==> config.mk <==
export PLATFORM = sky130hd
export DESIGN_NAME = dmm_scan_acquisition_sequencer
export DESIGN_NICKNAME = d
export VERILOG_FILES = /design/src/rtl/core/dsa_pkg.sv /design/src/rtl/core/dsa_ram.sv /design/src/rtl/core/dsa_obuf.sv /design/src/rtl/core/dmm_scan_acquisition_sequencer.sv
export SDC_FILE = /design/constraint.sdc
export NUM_CORES = 1
export LEC_CHECK = 0
export BUFFER_PORTS_ARGS = -buffer_cell sky130_fd_sc_hd__buf_4
export CORE_ASPECT_RATIO = 0.5
export CORE_MARGIN = 2
export CORE_UTILIZATION = 55
export CTS_CLUSTER_DIAMETER = 60
export DETAILED_ROUTE_END_ITERATION = 6
export PLACE_DENSITY = 0.75
export SLEW_MARGIN = 20
export SYNTH_ARGS = -nofsm -noshare
export SYNTH_HDL_FRONTEND = slang
export SYNTH_SLANG_ARGS = --single-unit
==> constraint.sdc <==
create_clock -name clk -period 14 [get_ports clk]
set_input_delay 1.4 -clock clk [delete_from_list [all_inputs] [get_ports clk]]
set_output_delay 1.4 -clock clk [all_outputs]
set_load 0.02 [all_outputs]
==> src/rtl/core/dsa_pkg.sv <==
// Shared types and constants for the scan acquisition sequencer.
// No dependencies; used by the sequencer top level in rtl/core.
`default_nettype none

package dsa_pkg;

	localparam int MAX_CHANNELS_DEF  = 16;
	localparam int READING_WIDTH_DEF = 48;
	localparam int CHANNEL_W         = 7;
	localparam int SLOT_W            = 4;
	localparam int COUNT_W           = 5;
	localparam int LIMIT_W           = 32;
	localparam int CFG_DATA_W        = 32;
	localparam int SYNC_W            = 4;
	localparam logic [SYNC_W-1:0] SYNC_LAST = 4'd9;

	typedef enum logic [1:0] {
		FUNC_RESP  = 2'd0,
		FUNC_LOAD  = 2'd1,
		FUNC_START = 2'd2
	} func_t;

	typedef enum logic [2:0] {
		CMD_NONE  = 3'd0,
		CMD_TRIG  = 3'd1,
		CMD_HIRES = 3'd2,
		CMD_RANGE = 3'd3,
		CMD_CHAN  = 3'd4
	} cmd_t;

	typedef enum logic [1:0] {
		FAULT_NONE     = 2'd0,
		FAULT_CHAN_RD  = 2'd1,
		FAULT_CHAN_SYN = 2'd2,
		FAULT_UNEXP    = 2'd3
	} fault_t;

	typedef enum logic [1:0] {
		CFG_HIRES = 2'd0,
		CFG_LIMIT = 2'd1,
		CFG_COUNT = 2'd2
	} cfg_idx_t;

	typedef enum logic [2:0] {
		PH_IDLE  = 3'd0,
		PH_TRIG  = 3'd1,
		PH_HIRES = 3'd2,
		PH_RANGE = 3'd3,
		PH_CHAN  = 3'd4
	} phase_t;

endpackage

`default_nettype wire

==> src/rtl/core/dsa_ram.sv <==
// Generic single-write, single-read RAM with registered read data.
// No dependencies. Read during write to the same address returns old data.
`default_nettype none

module dsa_ram #(
	parameter int WIDTH = 8,
	parameter int DEPTH = 16,
	localparam int AW = (DEPTH > 1) ? $clog2(DEPTH) : 1
) (
	input  wire logic             clk,
	input  wire logic             we,
	input  wire logic [AW-1:0]    waddr,
	input  wire logic [WIDTH-1:0] wdata,
	input  wire logic [AW-1:0]    raddr,
	output logic      [WIDTH-1:0] rdata
);

	logic [WIDTH-1:0] mem [DEPTH];

	always_ff @(posedge clk) begin
		if (we) begin
			mem[waddr] <= wdata;
		end
		rdata <= mem[raddr];
	end

endmodule

`default_nettype wire

==> src/rtl/core/dsa_obuf.sv <==
// Output register with skid stage for the result stream.
// No package dependencies; used by the sequencer top level.
`default_nettype none

module dsa_obuf #(
	parameter int W = 8
) (
	input  wire logic         clk,
	input  wire logic         arst_n,
	input  wire logic         in_valid,
	output logic              in_ready,
	input  wire logic [W-1:0] in_data,
	output logic              out_valid,
	input  wire logic         out_ready,
	output logic      [W-1:0] out_data
);

	logic         out_valid_q;
	logic         skid_valid_q;
	logic [W-1:0] out_data_q;
	logic [W-1:0] skid_data_q;

	assign in_ready  = !skid_valid_q;
	assign out_valid = out_valid_q;
	assign out_data  = out_data_q;

	always_ff @(posedge clk or negedge arst_n) begin
		if (!arst_n) begin
			out_valid_q  <= 1'b0;
			skid_valid_q <= 1'b0;
		end else if (!out_valid_q || out_ready) begin
			if (skid_valid_q) begin
				out_valid_q  <= 1'b1;
				skid_valid_q <= 1'b0;
			end else begin
				out_valid_q <= in_valid;
			end
		end else if (in_valid && in_ready) begin
			skid_valid_q <= 1'b1;
		end
	end

	always_ff @(posedge clk) begin
		if (!out_valid_q || out_ready) begin
			out_data_q <= skid_valid_q ? skid_data_q : in_data;
		end else if (in_valid && in_ready) begin
			skid_data_q <= in_data;
		end
	end

endmodule

`default_nettype wire

==> src/rtl/core/dmm_scan_acquisition_sequencer.sv <==
// Scan acquisition sequencer: instrument query/response loop and reading output.
// Depends on dsa_pkg, dsa_ram (scan list) and dsa_obuf (result register).
`default_nettype none

// One request is taken every cycle and each gives exactly one result, held in
// the output or skid register; s_tready only drops while the skid stage holds
// a result that the downstream side has not taken. The scan list sits in a RAM
// with a registered read; its read address tracks the next scan position, so
// the current channel is ready when the next response arrives, and a load that
// hits that entry is forwarded for one cycle. Configuration may be written only
// while no request is in flight. There is no clearing pass after reset.

module dmm_scan_acquisition_sequencer #(
	parameter int MAX_CHANNELS  = dsa_pkg::MAX_CHANNELS_DEF,
	parameter int READING_WIDTH = dsa_pkg::READING_WIDTH_DEF,
	localparam int RW = READING_WIDTH,
	localparam int ID = RW + 1 + dsa_pkg::SLOT_W + dsa_pkg::CHANNEL_W,
	localparam int IW = ((ID + 7) / 8) * 8,
	localparam int OD = 3 + 1 + (RW + 1) + dsa_pkg::CHANNEL_W + 2,
	localparam int OW = ((OD + 7) / 8) * 8
) (
	input  wire logic                            clk,
	input  wire logic                            arst_n,
	input  wire logic                            s_tvalid,
	output logic                                 s_tready,
	// response_ok, response_value, list_slot, channel_number
	input  wire logic [IW-1:0]                   s_tdata,
	// func
	input  wire logic [1:0]                      s_tuser,
	output logic                                 m_tvalid,
	input  wire logic                            m_tready,
	// command, reading_valid, reading, reading_channel, fault
	output logic      [OW-1:0]                   m_tdata,
	// stop
	output logic                                 m_tlast,
	input  wire logic                            cfg_we,
	input  wire logic [1:0]                      cfg_index,
	input  wire logic [dsa_pkg::CFG_DATA_W-1:0]  cfg_data
);

	localparam int CW = dsa_pkg::CHANNEL_W;
	localparam int PW = (MAX_CHANNELS > 1) ? $clog2(MAX_CHANNELS) : 1;
	localparam int EW = ($clog2(MAX_CHANNELS + 1) > dsa_pkg::COUNT_W) ?
		$clog2(MAX_CHANNELS + 1) : dsa_pkg::COUNT_W;
	localparam int LW = dsa_pkg::LIMIT_W;
	localparam int SW = dsa_pkg::SYNC_W;

	// input fields
	logic                      in_ok;
	logic [RW-1:0]             in_val;
	logic [dsa_pkg::SLOT_W-1:0] in_slot;
	logic [CW-1:0]             in_chn;
	logic                      accept;

	assign in_ok   = s_tdata[0];
	assign in_val  = s_tdata[RW:1];
	assign in_slot = s_tdata[RW+dsa_pkg::SLOT_W:RW+1];
	assign in_chn  = s_tdata[ID-1:RW+dsa_pkg::SLOT_W+1];
	assign accept  = s_tvalid && s_tready;

	// configuration
	logic                         hires_en_q;
	logic [LW-1:0]                limit_q;
	logic [dsa_pkg::COUNT_W-1:0]  ccount_q;

	always_ff @(posedge clk or negedge arst_n) begin
		if (!arst_n) begin
			hires_en_q <= 1'b0;
			limit_q    <= '0;
			ccount_q   <= dsa_pkg::COUNT_W'(1);
		end else if (cfg_we) begin
			case (cfg_index)
				dsa_pkg::CFG_HIRES: hires_en_q <= cfg_data[0];
				dsa_pkg::CFG_LIMIT: limit_q    <= cfg_data[LW-1:0];
				dsa_pkg::CFG_COUNT: ccount_q   <= cfg_data[dsa_pkg::COUNT_W-1:0];
				default: ;
			endcase
		end
	end

	// state
	dsa_pkg::phase_t phase_q, phase_d;
	logic [RW-1:0]   base_q, base_d;
	logic [RW-1:0]   hires_q, hires_d;
	logic [LW-1:0]   cnt_q, cnt_d;
	logic [SW-1:0]   sync_q, sync_d;
	logic [PW-1:0]   pos_q, pos_d;

	// scan list
	logic            ram_we;
	logic [EW-1:0]   slot_ext;
	logic [CW-1:0]   ram_rdata;
	logic            fwd_hit_q;
	logic [CW-1:0]   fwd_data_q;
	logic [CW-1:0]   cur_chn;

	assign slot_ext = EW'(in_slot);
	assign cur_chn  = fwd_hit_q ? fwd_data_q : ram_rdata;

	dsa_ram #(
		.WIDTH (CW),
		.DEPTH (MAX_CHANNELS)
	) u_scan_list (
		.clk   (clk),
		.we    (ram_we),
		.waddr (slot_ext[PW-1:0]),
		.wdata (in_chn),
		.raddr (pos_d),
		.rdata (ram_rdata)
	);

	always_ff @(posedge clk or negedge arst_n) begin
		if (!arst_n) begin
			fwd_hit_q <= 1'b0;
		end else begin
			fwd_hit_q <= ram_we && (slot_ext[PW-1:0] == pos_d);
		end
	end

	always_ff @(posedge clk) begin
		fwd_data_q <= in_chn;
	end

	// derived values
	logic [EW-1:0]   eff_cnt;
	logic [EW-1:0]   pos_inc;
	logic [LW-1:0]   cnt_inc;
	logic [SW-1:0]   sync_inc;
	logic            hit_cur;
	logic            hit_inc;
	logic [RW:0]     sum;

	always_comb begin
		eff_cnt = EW'(ccount_q);
		if (eff_cnt == '0) begin
			eff_cnt = EW'(1);
		end
		if (eff_cnt > EW'(MAX_CHANNELS)) begin
			eff_cnt = EW'(MAX_CHANNELS);
		end
	end

	assign pos_inc  = EW'(pos_q) + EW'(1);
	assign cnt_inc  = cnt_q + LW'(1);
	assign sync_inc = (sync_q >= dsa_pkg::SYNC_LAST) ? '0 : sync_q + SW'(1);
	assign hit_cur  = (limit_q != '0) && (cnt_q >= limit_q);
	assign hit_inc  = (limit_q != '0) && (cnt_inc >= limit_q);
	assign sum      = {base_q[RW-1], base_q} +
		(hires_en_q ? {hires_q[RW-1], hires_q} : '0);

	// result fields
	dsa_pkg::cmd_t   cmd;
	dsa_pkg::fault_t fault;
	logic            rvalid;
	logic [RW:0]     rd;
	logic [CW-1:0]   rch;
	logic            stop;
	logic            check;

	always_ff @(posedge clk or negedge arst_n) begin
		if (!arst_n) begin
			phase_q <= dsa_pkg::PH_IDLE;
		end else begin
			phase_q <= phase_d;
		end
	end

	always_ff @(posedge clk or negedge arst_n) begin
		if (!arst_n) begin
			base_q  <= '0;
			hires_q <= '0;
			cnt_q   <= '0;
			sync_q  <= '0;
			pos_q   <= '0;
		end else begin
			base_q  <= base_d;
			hires_q <= hires_d;
			cnt_q   <= cnt_d;
			sync_q  <= sync_d;
			pos_q   <= pos_d;
		end
	end

	always_comb begin
		phase_d = phase_q;
		base_d  = base_q;
		hires_d = hires_q;
		cnt_d   = cnt_q;
		sync_d  = sync_q;
		pos_d   = pos_q;
		cmd     = dsa_pkg::CMD_NONE;
		fault   = dsa_pkg::FAULT_NONE;
		rvalid  = 1'b0;
		rd      = '0;
		rch     = '0;
		stop    = 1'b0;
		check   = 1'b0;
		ram_we  = 1'b0;
		if (accept) begin
			case (s_tuser)
				dsa_pkg::FUNC_LOAD: begin
					ram_we = slot_ext < EW'(MAX_CHANNELS);
				end
				dsa_pkg::FUNC_START: begin
					cnt_d   = '0;
					sync_d  = '0;
					pos_d   = '0;
					phase_d = dsa_pkg::PH_TRIG;
					cmd     = dsa_pkg::CMD_TRIG;
				end
				dsa_pkg::FUNC_RESP: begin
					case (phase_q)
						dsa_pkg::PH_TRIG: begin
							if (!in_ok) begin
								cmd = dsa_pkg::CMD_TRIG;
							end else begin
								base_d = in_val;
								check  = 1'b1;
								if (hires_en_q) begin
									cmd     = dsa_pkg::CMD_HIRES;
									phase_d = dsa_pkg::PH_HIRES;
								end else begin
									cmd     = dsa_pkg::CMD_RANGE;
									phase_d = dsa_pkg::PH_RANGE;
								end
							end
						end
						dsa_pkg::PH_HIRES: begin
							if (!in_ok) begin
								cmd     = dsa_pkg::CMD_TRIG;
								phase_d = dsa_pkg::PH_TRIG;
							end else begin
								hires_d = in_val;
								cmd     = dsa_pkg::CMD_RANGE;
								phase_d = dsa_pkg::PH_RANGE;
								check   = 1'b1;
							end
						end
						dsa_pkg::PH_RANGE: begin
							if (!in_ok) begin
								cmd     = dsa_pkg::CMD_TRIG;
								phase_d = dsa_pkg::PH_TRIG;
							end else begin
								rvalid = 1'b1;
								rd     = sum;
								rch    = cur_chn;
								cnt_d  = cnt_inc;
								sync_d = sync_inc;
								if (hit_inc) begin
									stop    = 1'b1;
									phase_d = dsa_pkg::PH_IDLE;
								end else begin
									pos_d = (pos_inc >= eff_cnt) ? '0 : pos_inc[PW-1:0];
									if (sync_inc == dsa_pkg::SYNC_LAST && eff_cnt > EW'(1)) begin
										cmd     = dsa_pkg::CMD_CHAN;
										phase_d = dsa_pkg::PH_CHAN;
									end else begin
										cmd     = dsa_pkg::CMD_TRIG;
										phase_d = dsa_pkg::PH_TRIG;
									end
								end
							end
						end
						dsa_pkg::PH_CHAN: begin
							if (!in_ok) begin
								stop    = 1'b1;
								fault   = dsa_pkg::FAULT_CHAN_RD;
								phase_d = dsa_pkg::PH_IDLE;
							end else if (in_val != RW'(cur_chn)) begin
								stop    = 1'b1;
								fault   = dsa_pkg::FAULT_CHAN_SYN;
								phase_d = dsa_pkg::PH_IDLE;
							end else begin
								cmd     = dsa_pkg::CMD_TRIG;
								phase_d = dsa_pkg::PH_TRIG;
								check   = 1'b1;
							end
						end
						default: begin
							fault = dsa_pkg::FAULT_UNEXP;
						end
					endcase
					if (check && hit_cur) begin
						stop    = 1'b1;
						phase_d = dsa_pkg::PH_IDLE;
					end
				end
				default: ;
			endcase
		end
	end

	// result register
	logic [OD:0]   res_word;
	logic [OD:0]   out_word;

	assign res_word = {stop, fault, rch, rd, rvalid, cmd};

	dsa_obuf #(
		.W (OD + 1)
	) u_obuf (
		.clk       (clk),
		.arst_n    (arst_n),
		.in_valid  (accept),
		.in_ready  (s_tready),
		.in_data   (res_word),
		.out_valid (m_tvalid),
		.out_ready (m_tready),
		.out_data  (out_word)
	);

	assign m_tdata = OW'(out_word[OD-1:0]);
	assign m_tlast = out_word[OD];

endmodule

`default_nettype wire
After elaboration in Yosys (flattened, before gate mapping)
Memories as Yosys holds them, arrays and structs flattened. A register that Yosys moved wholly into a read port is not among the register bits.
Index checks and enable logic that the tools add are counted.
- logic and storage cells: 139
- memories kept: 1
- bits in writable memories: 112
- register bits after elaboration: 313
- memory list (memory ; depth ; width ; rd ports ; clocked after Yosys merged registers in ; write ports ; RTL line ; RTL):
    u_scan_list.mem ; 16 ; 7 ; 1 ; 1 ; 1 ; dsa_ram.sv:18 ; logic [WIDTH-1:0] mem [DEPTH];
- eq/ne operators: 15
- $add $sub $neg: 4
- order comparisons: 7
- reduce and logical (&&, ||, !) cells: 26
- multiplexer cells: 70
- bitwise gates (word level): 1
- operators by type and width (cell ; number):
    49-bit 2-to-1 mux ; 5
    32-bit greater-or-equal comparator ; 2
    32-bit 2-to-1 mux ; 2
    32-bit one-hot mux with 2 select lines ; 1
    63-bit 2-to-1 mux ; 1
    49-bit adder ; 1
    48-bit by 7-bit != test with 1-bit output ; 1
    7-bit 2-to-1 mux ; 5
    32-bit by 1-bit adder with 32-bit output (second input constant) ; 1
    4-bit 2-to-1 mux ; 8
    32-bit nonzero test ; 1
    1-bit 2-to-1 mux ; 25
    3-bit one-hot mux with 4 select lines ; 2
    3-bit 2-to-1 mux ; 6
    4-bit one-hot mux with 2 select lines ; 2
    4-bit AND reduction ; 4
    2-bit 2-to-1 mux ; 6
    3-bit one-hot mux with 2 select lines ; 2
    5-bit 2-to-1 mux ; 2
    2-bit AND reduction ; 4
    1-bit logical AND ; 7
    3-bit by 2-bit equality test with 1-bit output (second input constant) ; 2
    6-bit by 2-bit != test with 1-bit output (second input constant) ; 1
    4-bit by 1-bit adder with 5-bit output (second input constant) ; 1
    other kinds (25) ; 31

Depth between registers and ports, before layout
- depth in word-level cells: 13
- gate-level depth with buffers: 24

By module
Synthesis repeated with hierarchy kept, for this count alone.
- cells, all modules: 1777
- area, all modules: 22351.4 µm²
- by module, submodules not included (module ; seq. area each (µm²) ; cells an instance ; area each (µm²) ; times used):
    dmm_scan_acquisition_sequencer ; 4595.7 ; 1370 ; 13043.8 ; 1
    dsa_obuf ; 3833.7 ; 204 ; 4777.1 ; 1
    dsa_ram ; 3503.4 ; 203 ; 4530.6 ; 1

Worst setup path after synthesis
OpenSTA, ideal clock, no wires.
- kind: in2reg
- start: input port m_tready
- end: register u_obuf.skid_data_q[0] (enable)
- buffers on the path: 0
- arrival: 5769 ps
- path slack: 7747 ps
- setup time: 484 ps
- stages on the path: 2
- data required time: 13516 ps
- cell sequence: nand2b_1 > nor2_1
- word-level cells in the longest chain between the ends: 3
- ends and longest elaborated chain (item ; RTL line ; RTL):
    start: declaration ; dmm_scan_acquisition_sequencer.sv:31 ; input wire logic m_tready,
    1-bit logical OR ; dsa_obuf.sv:44 ; if (!out_valid_q || out_ready) begin
    1-bit NOT (no line) ; -- ;
    2-bit AND reduction (no line) ; -- ;
    end signal: assignment ; dsa_obuf.sv:47 ; skid_data_q <= in_data;
    end: declaration ; dsa_obuf.sv:21 ; logic [W-1:0] skid_data_q;
Every way passes these cells.
A chain may end at the register's enable or synchronous reset.

Final worst setup path
- start: register cnt_q[0]
- end: register u_scan_list.rdata[2], read port of u_scan_list.mem
- word-level cells in the longest chain between the ends: 8
- ends and longest elaborated chain (item ; RTL line ; RTL):
    start: declaration ; dmm_scan_acquisition_sequencer.sv:85 ; logic [LW-1:0] cnt_q, cnt_d;
    start signal: assignment ; dmm_scan_acquisition_sequencer.sv:178 ; cnt_q <= cnt_d;
    32-bit by 1-bit adder with 32-bit output ; dmm_scan_acquisition_sequencer.sv:144 ; assign cnt_inc = cnt_q + LW'(1);
    32-bit greater-or-equal comparator ; dmm_scan_acquisition_sequencer.sv:147 ; assign hit_inc = (limit_q != '0) && (cnt_inc >= limit_q);
    1-bit logical AND ; dmm_scan_acquisition_sequencer.sv:147 ;
    4-bit 2-to-1 mux ; dmm_scan_acquisition_sequencer.sv:249 ; if (hit_inc) begin
    4-bit 2-to-1 mux ; dmm_scan_acquisition_sequencer.sv:240 ; if (!in_ok) begin
    4-bit 2-to-1 mux ; dmm_scan_acquisition_sequencer.sv:212 ; case (phase_q)
    4-bit one-hot mux with 2 select lines ; dmm_scan_acquisition_sequencer.sv:200 ; case (s_tuser)
    4-bit 2-to-1 mux ; dmm_scan_acquisition_sequencer.sv:199 ; if (accept) begin
    end: declaration ; dsa_ram.sv:15 ; output logic [WIDTH-1:0] rdata
Every way passes these cells.

==> metrics.txt <==
status=completed; Multi-input gate area=0.00972 mm^2; first-pass GRT wire length=around 82 mm; Worst EP arrival=7.08 ns; Layout Cells excl Fill=between 2,000 and 3,000; max-slew violation count=0; clock skew=0.0192 ns; endpoints failing hold=0; Synth top cells by count=edfxtp_1 (238), dfrtp_1 (179), mux2_2 (162), nor2_1 (125), ha_1 (122); placed cell count=2,491; Num CTS Buffers=40; cell count after synthesis=1,852; Resize count post-CTS=0; row cnt=just over 50; DRT iter0 DRCs=~1,200; CTS Hold Buffers Added=0; Main synth FF type=edfxtp_1; H-tree depth=2; Switch Pwr=893 uW; Comb power frac=18.4%; CTS Buffer Depth=3; Area growth syn-to-layout=13.9%; Final period util=47.7%; Leak=11.4 nW; Cell Pwr Density=between 100 and 150 mW/mm^2; share of layout cells above drive strength 1=21.0%; Hold WC Path Type=reg2reg; GRT Util Overall=24.4%; ant diodes=0; Highest Signal Layer=met4; Worst-path clk slew=about 0.060 ns; cell area after synthesis=between 0.02 and 0.025 mm^2; initial antenna violation count=0; wire length on met2=24.3 mm; post-route ant nets=0; Setup crit end kind=register; Seq. cell area=0.0119 mm^2; Max Clk Rate=150 MHz; pin count of the biggest net entering global routing=73; relative slew slack=31.4%; met1 wire length=22.7 mm; RSZ-0062 raised after global routing=no; Pint=2.38 mW; Syn. warnings=0; Sw Share=27.3%; most common cell in the netlist=edfxtp_1; power share of the clock group=34.5%; initial core utilization=56.3%; vias in the first global route=15,143; asr flop ratio synth=41.7%; fill count=3,075; Final Critical Period=around 6.7 ns; top-area cell type share of the netlist area=between 30% and 40%; Yosys reg bits=approximately 430; TritonCTS sink count=432; DR vias/cell=5.91; Placer Congestion=roughly 0.92; DRC=0; gr ovfl total=0; DR WL met3=approximately 2.6 mm; CP startpoint kind=register; leading area contributor after synthesis=edfxtp_1; nets@finish=2,231; first-pass iteration count of the detailed router=5; Crit Path Class=reg2reg; port bufs=165; Post-synth EDFFs=around 240; Die H=146 um; Seq/Total Area, Yosys=53.9%; sequential power share=a little under half; chip width=288 um; routed len/inst=19.7 um; Core Footprint=0.0393 mm^2; Max Cap Violations=0; Die Footprint=0.0420 mm^2; final setup TNS=0 ns; clock insertion delay at the later pin of the skew report=0.55 ns; vias=15,163; Crit Path Max Fanout=58; Mean Syn Cell Area=12.0 um^2; Setup Fix Bufs, Post-CTS=0; final setup vio count=0; Routed WL=a little over 50 mm; Ports=around 170; Cell variety after synth=76; Pwr Total=3.27 mW; Required @ worst endpoint=14.40 ns; actual slew at the worst max-slew pin=1.02 ns; register-to-register setup slack=roughly 7.3 ns; CTS tree=built; Synth area leaders=edfxtp_1 (32%), dfrtp_1 (20%), mux2_2 (8.2%), ha_1 (6.9%), a21o_1 (3.5%); worst IR drop on VDD=0.0899 mV; DP HPWL=34.6 mm; Root Buffer=clkbuf_16
## state kept, by name, indices dropped and copies added, names as in the netlist
| register | count |
|---|---|
| u_obuf.out_valid | 1 |
| u_obuf.skid_data_q | 63 |
| fwd_data_q | 7 |
| hires_q | 48 |
| ccount_q | 5 |
| cnt_q | 32 |
| u_obuf.out_data | 63 |
| phase_q | 3 |
| base_q | 48 |
| u_scan_list.rdata | 7 |
| fwd_hit_q | 1 |
| u_scan_list.mem | 112 |
| pos_q | 4 |
| hires_en_q | 1 |
| sync_q | 4 |
| u_obuf.skid_valid_q | 1 |
| limit_q | 32 |
## kinds of logic (layout without fill, tap and decap cells)
kind of cell / after synthesis / after routing / synth area share, %
flip-flops: 432 / 432 / 53.9
AND/OR/NAND/NOR: 503 / 503 / 11.8
other: 1 / 2 / 0.0169
XOR/XNOR: 78 / 78 / 3.09
multiplexers: 199 / 199 / 9.91
adder cells (fa/ha/maj): 123 / 123 / 6.98
AO/OA/AOI/OAI: 385 / 385 / 11.9
buffers and inverters: 131 / 313 / 2.48
## final cells by class
type | count | share of cell area, %
clock inverter | 17 | 0.739
multi-input combinational | 1290 | 38.5
sequential | 432 | 47.3
inverter | 60 | 0.893
timing repair buffer | 179 | 5.34
tap | 530 | 2.63
clock buffer | 57 | 4.54
## cell usage in the layout (no fill, tap or decap), types with 15 or more instances in the layout
| master | n |
|---|---|
| dfrtp_1 | 178 |
| xor2_1 | 31 |
| ha_1 | 122 |
| nor2_1 | 124 |
| or3_1 | 15 |
| and3_1 | 18 |
| nor4_1 | 22 |
| mux2_2 | 162 |
| nand2b_1 | 16 |
| nand4_1 | 34 |
| nor3_1 | 24 |
| a21o_1 | 102 |
| mux2i_1 | 37 |
| a21oi_1 | 67 |
| buf_4 | 178 |
| nand3_1 | 31 |
| edfxtp_1 | 238 |
| inv_1 | 59 |
| xnor2_1 | 47 |
| nand2_1 | 101 |
| a22o_1 | 17 |
| o21ai_0 | 74 |
| a211o_1 | 20 |
| and2_1 | 65 |
| clkbuf_16 | 41 |
| o211ai_1 | 20 |
## power by group through the flow
stage | Combinational (mW) | Clock [mW] | Sequential [mW]
6_report | 0.602 | 1.13 | 1.54
4_1_cts | 0.602 | 1.15 | 1.54
3_3_place_gp | 0.583 | 0 | 1.56
5_1_grt | 0.669 | 1.21 | 1.55
2_1_floorplan | 0.408 | 0 | 1.56
3_5_place_dp | 0.597 | 0 | 1.57
## metrics by stage
step / hold slack [ns] / util (%) / cell area (um^2) / worst slack, ns
global route: 0.517 / 64.2 / 25200 / 6.90
detailed placement: 0.486 / 60.8 / 23900 / 7.43
global placement: 0.481 / 60.8 / 23900 / 7.52
finish: 0.498 / 64.2 / 25200 / 7.33
CTS: 0.501 / 64.2 / 25200 / 7.42
floorplan: 0.471 / - / 22100 / 7.75
## layer usage
layer / GRT usage [%] / vias to the layer above
li1: - / 7182
met1: 34.2 / 7528
met2: 40.4 / 385
met3: 3.40 / 68
met4: 6.30 / 0
met5: 0 / -
## path summary, 6_finish.rpt
check | startpoint | endpoint | cells after the start
max reg2reg | cnt_q[0] | u_scan_list.rdata[2] | 20
min in group asynchronous | arst_n | limit_q[6] | 1
min | hires_q[34] | hires_q[34] | 1
max | cnt_q[0] | u_scan_list.rdata[2] | 20
max in group asynchronous | arst_n | base_q[43] | 3
min reg2reg | hires_q[34] | hires_q[34] | 1
## worst max-delay path, stage by stage (launching register included)
cell and delay [ns]:
dfrtp_1 0.51, ha_1 0.37, inv_1 0.08, nor3_1 0.58, nand4_2 0.29, nor3_4 0.38
nand3_1 0.25, nor2_1 0.30, and4_1 0.30, xor2_1 0.17, ha_1 0.27, a21oi_1 0.16
nand2_1 0.07, a221oi_1 0.45, nand2_1 0.10, a22o_1 0.35, o31ai_4 0.23, buf_4 0.70
mux2_2 0.44, o211ai_1 0.27, nand4_1 0.17
Power figures use the tool's default switching activity.
